File: src/rtl/core/ebf_pkg.sv
// ----------------------------------------------------------------------------
// ebf_pkg - shared types and constants
// Constants, job word and state types used by the edge-normalised box filter.
// ----------------------------------------------------------------------------
package ebf_pkg;

  localparam int MAX_RADIUS  = 7;
  localparam int STORE_DEPTH = 2 * MAX_RADIUS + 1;
  localparam int SAMPLE_W    = 8;
  localparam int RADIUS_W    = 3;
  localparam int COUNT_W     = 4;   // holds 1 .. STORE_DEPTH
  localparam int SUM_W       = 12;  // STORE_DEPTH * 255 fits

  // divider: quotient bits resolved per clock, and rounds per division
  localparam int DIV_BITS_PER_ROUND = 4;
  localparam int DIV_ROUNDS         = SUM_W / DIV_BITS_PER_ROUND;
  localparam int ROUND_W            = 2;

  // job queue between front and back
  localparam int QUEUE_DEPTH = 4;
  localparam int QPTR_W      = 2;
  localparam int QCNT_W      = 3;

  // one division job: window sum, neighbour count, end-of-line mark
  typedef struct packed {
    logic [SUM_W-1:0]   sum;
    logic [COUNT_W-1:0] cnt;
    logic               last;
  } job_t;

  typedef enum logic {
    FE_RUN,
    FE_FLUSH
  } front_state_t;

  typedef enum logic [1:0] {
    BK_IDLE,
    BK_DIV,
    BK_DONE
  } back_state_t;

endpackage

File: src/rtl/core/ebf_front.sv
// ----------------------------------------------------------------------------
// ebf_front - window tracking and job issue
// Keeps the sample shift line and running sum, turns each accepted word into
// division jobs, and walks the end-of-line flush one job per unstalled cycle.
// ----------------------------------------------------------------------------
module ebf_front (
  input  logic                          clk,
  input  logic                          rst,
  // sample words
  input  logic                          push,
  output logic                          full,
  input  logic [ebf_pkg::SAMPLE_W-1:0]  sample,
  input  logic                          end_of_line,
  // radius register
  input  logic                          cfg_valid,
  output logic                          cfg_ready,
  input  logic [ebf_pkg::RADIUS_W-1:0]  cfg_data,
  // jobs to queue
  output logic                          job_push,
  input  logic                          job_full,
  output ebf_pkg::job_t                 job
);

  ebf_pkg::front_state_t state, state_next;

  logic [ebf_pkg::RADIUS_W-1:0] radius;
  logic [ebf_pkg::SAMPLE_W-1:0] store [ebf_pkg::STORE_DEPTH];
  logic [ebf_pkg::COUNT_W-1:0]  seen;
  logic [ebf_pkg::SUM_W-1:0]    sum;
  logic [ebf_pkg::RADIUS_W-1:0] d;
  logic [ebf_pkg::COUNT_W-1:0]  hi;

  logic                         accept;
  logic                         cfg_wr;
  logic                         flush_step;
  logic [ebf_pkg::COUNT_W-1:0]  span;
  logic [ebf_pkg::COUNT_W-1:0]  rd_addr;
  logic [ebf_pkg::SAMPLE_W-1:0] rd_data;
  logic [ebf_pkg::COUNT_W-1:0]  seen_inc;
  logic [ebf_pkg::SUM_W-1:0]    sum_new;
  logic [ebf_pkg::COUNT_W-1:0]  cnt_run;
  logic [ebf_pkg::COUNT_W-1:0]  seen_m1;
  logic [ebf_pkg::RADIUS_W-1:0] dmax;
  logic [ebf_pkg::COUNT_W-1:0]  hi0;
  logic [ebf_pkg::COUNT_W-1:0]  hi0_raw;
  logic [ebf_pkg::RADIUS_W-1:0] d_dec;
  logic [ebf_pkg::COUNT_W-1:0]  hi_raw;
  logic [ebf_pkg::COUNT_W-1:0]  hi_f;
  logic [ebf_pkg::COUNT_W-1:0]  seen_reg_m1;
  logic [ebf_pkg::SUM_W-1:0]    fsum;

  assign span    = {radius, 1'b1};
  // single read tap: outgoing sample in a run, trailing edge during a flush
  assign rd_addr = (state == ebf_pkg::FE_FLUSH) ? hi : span - 4'd1;
  assign rd_data = store[rd_addr];

  // run-time datapath
  assign seen_inc = (seen == ebf_pkg::COUNT_W'(ebf_pkg::STORE_DEPTH)) ? seen : seen + 4'd1;
  assign sum_new  = sum - ((seen >= span) ? {4'd0, rd_data} : '0) + {4'd0, sample};
  assign cnt_run  = (seen_inc < span) ? seen_inc : span;
  assign seen_m1  = seen_inc - 4'd1;
  assign dmax     = (seen_m1 < {1'b0, radius}) ? seen_m1[ebf_pkg::RADIUS_W-1:0] : radius;
  assign hi0_raw  = {1'b0, dmax} + {1'b0, radius};
  assign hi0      = (hi0_raw < seen_m1) ? hi0_raw : seen_m1;

  // flush datapath: window end stays clipped, then shrinks by one each step
  assign d_dec       = d - 3'd1;
  assign seen_reg_m1 = seen - 4'd1;
  assign hi_raw      = {1'b0, d_dec} + {1'b0, radius};
  assign hi_f        = (hi_raw < seen_reg_m1) ? hi_raw : seen_reg_m1;
  assign fsum        = sum - ((hi_f < hi) ? {4'd0, rd_data} : '0);

  // next state
  always_comb begin
    state_next = state;
    case (state)
      ebf_pkg::FE_RUN: begin
        if (accept && end_of_line && (dmax != '0)) state_next = ebf_pkg::FE_FLUSH;
      end
      ebf_pkg::FE_FLUSH: begin
        if (!job_full && (d_dec == '0)) state_next = ebf_pkg::FE_RUN;
      end
      default: state_next = ebf_pkg::FE_RUN;
    endcase
  end

  // outputs
  always_comb begin
    full       = 1'b1;
    cfg_ready  = 1'b0;
    flush_step = 1'b0;
    job_push   = 1'b0;
    job        = '0;
    case (state)
      ebf_pkg::FE_RUN: begin
        full      = job_full;
        cfg_ready = 1'b1;
        job_push  = push && !job_full && (end_of_line || (seen_inc > {1'b0, radius}));
        if (end_of_line) begin
          job.sum  = sum_new;
          job.cnt  = hi0 + 4'd1;
          job.last = (dmax == '0);
        end else begin
          job.sum  = sum_new;
          job.cnt  = cnt_run;
          job.last = 1'b0;
        end
      end
      ebf_pkg::FE_FLUSH: begin
        flush_step = !job_full;
        job_push   = !job_full;
        job.sum    = fsum;
        job.cnt    = hi_f + 4'd1;
        job.last   = (d_dec == '0);
      end
      default: begin
        full = 1'b1;
      end
    endcase
  end

  assign accept = push && !full;
  assign cfg_wr = cfg_valid && cfg_ready;

  always_ff @(posedge clk) begin
    if (rst) begin
      state  <= ebf_pkg::FE_RUN;
      radius <= 3'd2;
      seen   <= '0;
      sum    <= '0;
      d      <= '0;
      hi     <= '0;
    end else begin
      state <= state_next;
      if (cfg_wr) begin
        radius <= cfg_data;
        seen   <= '0;
        sum    <= '0;
      end else if (accept) begin
        if (end_of_line && (dmax == '0)) begin
          seen <= '0;
          sum  <= '0;
        end else begin
          seen <= seen_inc;
          sum  <= sum_new;
        end
        d  <= dmax;
        hi <= hi0;
      end else if (flush_step) begin
        d  <= d_dec;
        hi <= hi_f;
        if (d_dec == '0) begin
          seen <= '0;
          sum  <= '0;
        end else begin
          sum <= fsum;
        end
      end
    end
  end

  // sample shift line, newest at entry 0
  always_ff @(posedge clk) begin
    if (accept) begin
      store[0] <= sample;
      for (int k = 1; k < ebf_pkg::STORE_DEPTH; k++) begin
        store[k] <= store[k-1];
      end
    end
  end

endmodule

File: src/rtl/core/ebf_queue.sv
// ----------------------------------------------------------------------------
// ebf_queue - job queue
// Short first-in first-out store decoupling the front from the divider.
// ----------------------------------------------------------------------------
module ebf_queue (
  input  logic          clk,
  input  logic          rst,
  input  logic          wr,
  input  ebf_pkg::job_t wr_job,
  output logic          q_full,
  input  logic          rd,
  output ebf_pkg::job_t rd_job,
  output logic          q_empty
);

  ebf_pkg::job_t mem [ebf_pkg::QUEUE_DEPTH];

  logic [ebf_pkg::QPTR_W-1:0] wptr;
  logic [ebf_pkg::QPTR_W-1:0] rptr;
  logic [ebf_pkg::QCNT_W-1:0] count;
  logic                       do_wr;
  logic                       do_rd;

  assign q_full  = (count == ebf_pkg::QCNT_W'(ebf_pkg::QUEUE_DEPTH));
  assign q_empty = (count == '0);
  assign do_wr   = wr && !q_full;
  assign do_rd   = rd && !q_empty;
  assign rd_job  = mem[rptr];

  always_ff @(posedge clk) begin
    if (rst) begin
      wptr  <= '0;
      rptr  <= '0;
      count <= '0;
    end else begin
      if (do_wr) wptr <= wptr + 1'b1;
      if (do_rd) rptr <= rptr + 1'b1;
      case ({do_wr, do_rd})
        2'b10:   count <= count + 1'b1;
        2'b01:   count <= count - 1'b1;
        default: count <= count;
      endcase
    end
  end

  always_ff @(posedge clk) begin
    if (do_wr) mem[wptr] <= wr_job;
  end

endmodule

File: src/rtl/core/ebf_back.sv
// ----------------------------------------------------------------------------
// ebf_back - divider and result register
// Restoring divider, four quotient bits a clock, feeding a one-word output.
// ----------------------------------------------------------------------------
module ebf_back (
  input  logic                         clk,
  input  logic                         rst,
  // jobs from queue
  input  ebf_pkg::job_t                job,
  input  logic                         job_empty,
  output logic                         job_pop,
  // result words
  output logic                         empty,
  input  logic                         pop,
  output logic [ebf_pkg::SAMPLE_W-1:0] average,
  output logic                         last_of_line
);

  ebf_pkg::back_state_t state, state_next;

  logic [ebf_pkg::ROUND_W-1:0] round;
  logic [ebf_pkg::COUNT_W:0]   rem;
  logic [ebf_pkg::SUM_W-1:0]   quo;
  logic [ebf_pkg::COUNT_W-1:0] divisor;
  logic                        last_b;
  logic                        out_valid;

  logic [ebf_pkg::COUNT_W:0]   rem_t;
  logic [ebf_pkg::COUNT_W:0]   sh;
  logic [ebf_pkg::SUM_W-1:0]   quo_t;
  logic                        out_free;
  logic                        load_out;
  logic                        start;
  logic                        div_run;

  assign out_free = !out_valid || pop;
  assign empty    = !out_valid;

  // one round of the restoring divider
  always_comb begin
    rem_t = rem;
    quo_t = quo;
    for (int i = 0; i < ebf_pkg::DIV_BITS_PER_ROUND; i++) begin
      sh    = {rem_t[ebf_pkg::COUNT_W-1:0], quo_t[ebf_pkg::SUM_W-1]};
      quo_t = {quo_t[ebf_pkg::SUM_W-2:0], 1'b0};
      if (sh >= {1'b0, divisor}) begin
        rem_t    = sh - {1'b0, divisor};
        quo_t[0] = 1'b1;
      end else begin
        rem_t = sh;
      end
    end
  end

  // next state
  always_comb begin
    state_next = state;
    case (state)
      ebf_pkg::BK_IDLE: begin
        if (!job_empty) state_next = ebf_pkg::BK_DIV;
      end
      ebf_pkg::BK_DIV: begin
        if (round == ebf_pkg::ROUND_W'(ebf_pkg::DIV_ROUNDS - 1)) state_next = ebf_pkg::BK_DONE;
      end
      ebf_pkg::BK_DONE: begin
        if (out_free) state_next = ebf_pkg::BK_IDLE;
      end
      default: state_next = ebf_pkg::BK_IDLE;
    endcase
  end

  // outputs
  always_comb begin
    start    = 1'b0;
    div_run  = 1'b0;
    load_out = 1'b0;
    case (state)
      ebf_pkg::BK_IDLE: start    = !job_empty;
      ebf_pkg::BK_DIV:  div_run  = 1'b1;
      ebf_pkg::BK_DONE: load_out = out_free;
      default:          start    = 1'b0;
    endcase
  end

  assign job_pop = start;

  always_ff @(posedge clk) begin
    if (rst) begin
      state     <= ebf_pkg::BK_IDLE;
      round     <= '0;
      out_valid <= 1'b0;
    end else begin
      state <= state_next;
      if (start)   round <= '0;
      if (div_run) round <= round + 1'b1;
      if (load_out)                out_valid <= 1'b1;
      else if (pop && out_valid)   out_valid <= 1'b0;
    end
  end

  always_ff @(posedge clk) begin
    if (start) begin
      rem     <= '0;
      quo     <= job.sum;
      divisor <= job.cnt;
      last_b  <= job.last;
    end
    if (div_run) begin
      rem <= rem_t;
      quo <= quo_t;
    end
    if (load_out) begin
      average      <= quo[ebf_pkg::SAMPLE_W-1:0];
      last_of_line <= last_b;
    end
  end

endmodule

File: src/rtl/core/edge_normalized_box_filter_top.sv
// ----------------------------------------------------------------------------
// edge_normalized_box_filter_top - centred moving average over a luma line
// Box filter of radius R whose window is clipped and renormalised at both
// ends of the line; results lag the input by R samples.
// ----------------------------------------------------------------------------
//
//  channel   handshake              payload
//  -------   --------------------   ---------------------------
//  input     push / full            sample[7:0], end_of_line
//  result    empty / pop            average[7:0], last_of_line
//  config    cfg_valid / cfg_ready  cfg_data[2:0] (filter radius)
//
//  Front takes one word a clock while the job queue (4 deep) has room. Each
//  job takes the divider through start, 3 rounds of 4 quotient bits and hand
//  over; the divider starts the next job only once it has handed one over.
//  An end-of-line word releases up to R more jobs, one a clock while the queue
//  has room; full stays high while they are issued.
//  Reset (rst, synchronous) sets the radius to 2 and empties the line state.
//  Writing the radius drops any partial line. A waiting result lets the
//  divider finish one more quotient and then holds it; a full queue or an
//  end-of-line flush stops the front.
//
module edge_normalized_box_filter_top (
  input  logic       clk,
  input  logic       rst,
  // input words
  input  logic       push,
  output logic       full,
  input  logic [7:0] sample,
  input  logic       end_of_line,
  // result words
  output logic       empty,
  input  logic       pop,
  output logic [7:0] average,
  output logic       last_of_line,
  // radius register
  input  logic       cfg_valid,
  output logic       cfg_ready,
  input  logic [2:0] cfg_data
);

  ebf_pkg::job_t f_job;
  ebf_pkg::job_t q_job;
  logic          f_push;
  logic          q_full;
  logic          q_empty;
  logic          b_pop;

  // window tracking, issues one job per result word
  ebf_front u_front (
    .clk         (clk),
    .rst         (rst),
    .push        (push),
    .full        (full),
    .sample      (sample),
    .end_of_line (end_of_line),
    .cfg_valid   (cfg_valid),
    .cfg_ready   (cfg_ready),
    .cfg_data    (cfg_data),
    .job_push    (f_push),
    .job_full    (q_full),
    .job         (f_job)
  );

  // decouples the front from the divider
  ebf_queue u_queue (
    .clk     (clk),
    .rst     (rst),
    .wr      (f_push),
    .wr_job  (f_job),
    .q_full  (q_full),
    .rd      (b_pop),
    .rd_job  (q_job),
    .q_empty (q_empty)
  );

  // sum / count and the result register
  ebf_back u_back (
    .clk          (clk),
    .rst          (rst),
    .job          (q_job),
    .job_empty    (q_empty),
    .job_pop      (b_pop),
    .empty        (empty),
    .pop          (pop),
    .average      (average),
    .last_of_line (last_of_line)
  );

endmodule

File: config.mk
export PLATFORM = sky130hd
export DESIGN_NAME = edge_normalized_box_filter_top
export DESIGN_NICKNAME = d
export VERILOG_FILES = /design/src/rtl/core/ebf_pkg.sv /design/src/rtl/core/ebf_front.sv /design/src/rtl/core/ebf_queue.sv /design/src/rtl/core/ebf_back.sv /design/src/rtl/core/edge_normalized_box_filter_top.sv
export SDC_FILE = /design/constraint.sdc
export NUM_CORES = 1
export LEC_CHECK = 0
export BUFFER_PORTS_ARGS = -buffer_cell sky130_fd_sc_hd__buf_2
export CAP_MARGIN = 20
export CORE_UTILIZATION = 52
export DETAILED_ROUTE_END_ITERATION = 10
export HOLD_SLACK_MARGIN = 0.1
export PLACE_DENSITY_LB_ADDON = 0.25
export SYNTH_ARGS = -nofsm -noshare
export SYNTH_HDL_FRONTEND = slang
export SYNTH_SLANG_ARGS = --single-unit
File: constraint.sdc
create_clock -name clk -period 7.75 [get_ports clk]
set_input_delay 0.775 -clock clk [delete_from_list [all_inputs] [get_ports clk]]
set_output_delay 0.775 -clock clk [all_outputs]
set_load 0.01 [all_outputs]
; ---- After elaboration in Yosys (flattened, before gate mapping)
; Memories as Yosys holds them, arrays and structs flattened. A register that Yosys moved wholly into a read port is not among the register bits.
; Index checks and enable logic that the tools add are counted.
[word_totals]
regBits = 69
mem_bits_rw = 188
input_bits = 17
elab_cells = 154
n_memories = 2
[classes]
add_sub_neg = 21
magnitude_cmp = 11
n_eq_ne = 10
n_mux = 59
bitwise_logic = 2
n_reduce_logical = 31
[mem_list]
columns = memory, depth, word_bits, read_ports, rd_clocked_by_memory_dff, write_ports, line_no
row1 = u_front.store, 15, 8, 15, 0, 15, ebf_front.sv:27  ; logic [ebf_pkg::SAMPLE_W-1:0] store [ebf_pkg::STORE_DEPTH];
row2 = u_queue.mem, 4, 17, 1, 1, 1, ebf_queue.sv:16  ; ebf_pkg::job_t mem [ebf_pkg::QUEUE_DEPTH];
[ops]
columns = operator, count
row1 = 2-to-1 mux 12 bit, 6
row2 = 2-to-1 mux 4 bit, 17
row3 = one-hot mux 17 bit (2 select lines), 1
row4 = subtractor 12 bit, 2
row5 = >= comparator 5 x 4 -> 1 bit, 4
row6 = 2-to-1 mux 1 bit, 18
row7 = less-than comparator 4 bit, 4
row8 = 2-to-1 mux 8 bit, 2
row9 = subtractor 4 bit, 4
row10 = 2-to-1 mux 2 bit, 7
row11 = adder 12 x 8 -> 12 bit, 1
row12 = adder 4 x 1 -> 4 bit (second input constant), 3
row13 = subtractor 4 x 1 -> 4 bit (second input constant), 3
row14 = logical AND 1 bit, 11
row15 = nonzero test 2 bit, 5
row16 = zero test 3 bit, 3
row17 = 2-to-1 mux 3 bit, 3
row18 = adder 3 x 3 -> 4 bit, 2
row19 = adder 2 x 1 -> 2 bit (second input constant), 3
row20 = equality test 2 bit (second input constant), 3
row21 = one-hot mux 2 bit (3 select lines), 1
row22 = one-hot mux 3 bit (2 select lines), 1
row23 = subtractor 3 x 1 -> 3 bit (second input constant), 2
row24 = 2-to-1 mux 5 bit, 1
row25 = other kinds (18), 27

; ---- Logic depth before layout (Yosys ltp)
[depth]
word_depth = 11
depth_mapped = 30
ltp_nobuf = 29

; ---- Modules after synthesis
; A second synthesis with hierarchy kept.
[hier_totals]
cells_unflattened = 1199
area_unflattened_um2 = 14124.8
[by_module_without_submodules]
columns = module, n_inst, cells_each, area_each_um2, seq_area_each_um2
row1 = ebf_front, 1, 840, 8929.8, 4144.0
row2 = ebf_queue, 1, 143, 2967.8, 2222.1
row3 = ebf_back, 1, 216, 2227.1, 1001.0

; ---- Least setup slack after synthesis
; OpenSTA, ideal clock, no wires.
[synth_timing]
kind = reg2reg
startpoint = reg u_back.divisor[1] in the netlist's numbering
endpoint = reg u_back.rem[2] in the netlist's numbering (data pin)
setup_time_ps = 260
t_arrival_ps = 6509
t_required_ps = 7490
slack_ps = 981
path_stages_with_launch = 29
synth_period_minus_slack_ps = 6769
cell_sequence = edfxtp_1 inv_1 ha_1 nor2b_4 o31ai_1 and2_1 clkbuf_1 mux2i_1 inv_1 ha_1 o21ai_0 a21oi_1 a311oi_2 mux2i_1 ha_1 a21oi_1 nand3_1 a21o_1 a21o_1 nor2_1 mux2i_1 ha_1 a21o_1 a21o_1 a31o_2 a21oi_1 nor4b_4 nor2_1 mux2_2
[synth_via]
elab_chain_len = 9
[synth_rtl]
columns = element, line_no
row1 = start: declaration, ebf_back.sv:24  ; logic [ebf_pkg::COUNT_W-1:0] divisor;
row2 = start signal: assignment, ebf_back.sv:105  ; divisor <= job.cnt;
row3 = subtractor 4 bit / >= comparator 5 x 4 -> 1 bit (equally long branches), "ebf_back.sv:47, ebf_back.sv:46"
row4 = 2-to-1 mux 4 bit, ebf_back.sv:46  ; if (sh >= {1'b0, divisor}) begin
row5 = subtractor 4 bit / >= comparator 5 x 4 -> 1 bit (equally long branches), "ebf_back.sv:47, ebf_back.sv:46"
row6 = 2-to-1 mux 4 bit, ebf_back.sv:46
row7 = >= comparator 5 x 4 -> 1 bit / subtractor 4 bit (equally long branches), "ebf_back.sv:46, ebf_back.sv:47"
row8 = 2-to-1 mux 4 bit, ebf_back.sv:46
row9 = subtractor 4 bit / >= comparator 5 x 4 -> 1 bit (equally long branches), "ebf_back.sv:47, ebf_back.sv:46"
row10 = 2-to-1 mux 4 bit (*), ebf_back.sv:46
row11 = 2-to-1 mux 4 bit (*), ebf_back.sv:108  ; if (div_run) begin
row12 = end signal: assignment, ebf_back.sv:109  ; rem <= rem_t;
row13 = end: declaration, ebf_back.sv:22  ; logic [ebf_pkg::COUNT_W:0] rem;
; Mark *: on every way between the ends. The rest lies on a longest branch, timed or not.
; A chain may end at the register's enable or synchronous reset.

; ---- Final worst setup path
; Same ends and word-level chain as after synthesis.

==> summary.md <==
| Metric | Value |
|---|---|
| Starting Density | 53.06% |
| Number of iterations in the first detailed-routing pass | 5 |
| Gr usage total | 20.83% |
| Worst-skew pair later-pin latency | 0.56 ns |
| Syn Inst Count | 1,066 |
| N_diodes | 0 |
| Min Tclk post-route | 7.171 ns |
| Worst Path Required | 8.04 ns |
| R2R Setup Slk | 0.58 ns |
| Max-Cap Viols | 0 |
| Die Y | 162.3 um |
| Number of global-route vias before repair | 8,186 |
| Vias/cell | 5.741 |
| Part of the cycle the worst path needs | 92.53% |
| Synth Flop Type | edfxtp_1 |
| CTS buffer count | 28 |
| DRC violations left | 0 |
| Layout cells sized above 1 | 14.63% |
| Initial antenna violation count | 0 |
| RR Startpoint | u_back.divisor[1] |
| Syn Nets | 1,178 |
| GR Util met2 | 33.41% |
| Setup Skew | 0.03148 ns |
| Status | finished, final reports clean |
| I/O pins | 29 |
| Top area cells in the synthesized netlist | edfxtp_1 49%, ha_1 7.4%, mux4_2 6.9%, dfxtp_1 6.1%, inv_1 2.5% |
| Peak per-stage delay on the critical path | 0.46 ns |
| FF-to-FF path depth | 29 |
| Total negative slack | 0 ns |
| Met3 Use GR | 2.094% |
| Iteration-0 DRC Markers | 703 |
| Worst path slowest cell | edfxtp_1 |
| Routability congestion estimate | 0.8971 |
| Worst-path clk slew | 0.06 ns |
| CTS tree | done |
| ANT nets after route | 0 |
| Slew headroom | 29.36% |
| Worst setup startpoint | u_back.divisor[1] |
| Die area | 26,340 um^2 |
| Final WL | 26,300 um |
| CP endpoint kind | register |
| Most frequent cell after synthesis | edfxtp_1 |
| Critical path data arrival time | 7.46 ns |
| Row cnt | 58 |
| Met1 Track Usage GR | 30.25% |
| Core ar. | 25,180 um^2 |
| P&R area growth vs syn | 11.41% |
| HPWL after detailed placement | 18,250 um |
| Fillers | 2,022 |
| Critical setup path kind | reg2reg |
| Netlist Area Pre-Place | 13,360 um^2 |
| Commonest cells post-synth | 218 x edfxtp_1, 88 x inv_1, 86 x nand2_1 |
| Post-CTS Repair Setup Buffers | 0 |
| Final Max Slew Viols | 0 |
| Fmax | 0.1395 GHz |
| DR vias | 8,370 |
| Reg2reg end | u_back.rem[2] |
| Worst-margin pin slew | 1.033 ns |
| Clock tree buffer depth | 3 |
| Final hold vios | 0 |
| Grt peak-use layer | met2 |
| Die X | 162.3 um |
| Post-synth EDFFs | 218 |
| Synth top area share | 49.00% |
| Worst Hold Class | in2reg |
| CTS Sinks | 259 |
| Critical path endpoint | u_back.rem[2] |
| Clk root buf | clkbuf_16 |
| Hold_buf cts | 0 |
| Yosys reg bits | 259 |
| Distinct cells, synth | 65 |
| Startpoint type of the worst setup path | register |
| Synthesized area per cell | 12.53 um^2 |
| Layout net count | 1,218 |
| Placed cell area | 13,930 um^2 |
| Port bufs | 28 |
| Synth area leader | edfxtp_1 |
| H-Tree Depth | 1 |
| Final instance area | 14,880 um^2 |
| Finished Core Util | 59.11% |
| FFs w/ async S/R, synth | 0% |
| GR Overflow Total | 0 |
| Yosys warnings | 0 |
| Routed len/inst | 18.04 um |
| Largest net degree at the start of global routing | 74 |
| CTS resizes | 0 |
| Seq/Total Area, Yosys | 55.14% |
| Final setup viols | 0 |
| First-pass GRT wire length | 43,150 um |
| RSZ-0062 raised after global routing | no |
| Crit Path Max Fanout | 8 |
## registers in the layout, summed over array words and instances (netlist names), 3 cells and up, named ones only
register,count
u_back.average,8
u_queue.mem,68
u_front.radius,3
u_front.seen,4
u_front.hi,4
u_back.rem,4
u_back.quo,12
u_front.store,120
u_back.divisor,4
u_queue.count,3
u_front.d,3
u_front.sum,12
## critical path, delay by kind of cell, from the launching register on
kind,cells,cell delay (ns)
compound gates,11,2.19
fa+ha+maj,4,1.23
buf+inv,4,0.73
flops,1,0.46
mux,4,1.11
simple gates,6,1.19
## per-stage QoR
| stage | hold WS (ns) | instances | worst slack (ns) |
|---|---|---|---|
| global placement | 0.4228 | 1406 | 0.7859 |
| detailed placement | 0.4267 | 1406 | 0.5830 |
| finish | 0.4079 | 1458 | 0.5790 |
| floorplan | 0.4003 | 1066 | 0.9807 |
| CTS | 0.3889 | 1458 | 0.5459 |
| global route | 0.4079 | 1458 | 0.008881 |
## cell usage in the layout (no fill, tap or decap), drive strengths merged, types with 9 or more instances in the layout
master,n
a211oi,16
a21o,17
a21oi,49
and2,12
buf,45
clkbuf,34
clkinv,12
dfxtp,41
edfxtp,218
fa,16
ha,79
inv,89
mux2i,26
mux4,41
nand2,86
nand2b,9
nand3,22
nor2,81
nor3,14
o21ai,65
or2,10
xnor2,24
xor2,18
## how the worst min path moves through the flow
| stage | endpoint | from | depth (start not counted) |
|---|---|---|---|
| global placement | u_back.last_of_line | u_back.last_b | 0 |
| finish | u_front.store[0][7] | sample[7] | 1 |
| CTS | u_front.store[0][7] | sample[7] | 1 |
| detailed placement | u_back.last_of_line | u_back.last_b | 0 |
| global route | u_front.store[0][7] | sample[7] | 1 |
| floorplan | u_back.last_of_line | u_back.last_b | 0 |
## final cells by class
class                      instances  area (um^2)  area share [%]
clock buffer                      34        723.2           4.859
timing repair buffer              45        267.8           1.799
clock inverter                    18        231.5           1.555
tap                              330        412.9           2.774
sequential                       259         7367           49.50
multi-input combinational        684         5549           37.28
inverter                          88        332.8           2.236
## layer usage
layer | part of all wire, % | vias up
li1 | - | 4027
met1 | 48 | 4126
met2 | 46 | 178
met3 | 4.0 | 39
met4 | 2.0 | 0
met5 | 0 | -
## kinds of logic after synthesis
group | share of synthesized area [%]
AO/OA/AOI/OAI | 10.06
XOR/XNOR | 2.753
adder cells (fa/ha/maj) | 9.796
buffers and inverters | 3.493
flip-flops | 55.14
multiplexers | 9.534
AND/OR/NAND/NOR | 9.224
Power is left out: the tool's default activity adds up to more than one toggle a clock period on the data nets, which glitch-free logic cannot reach.
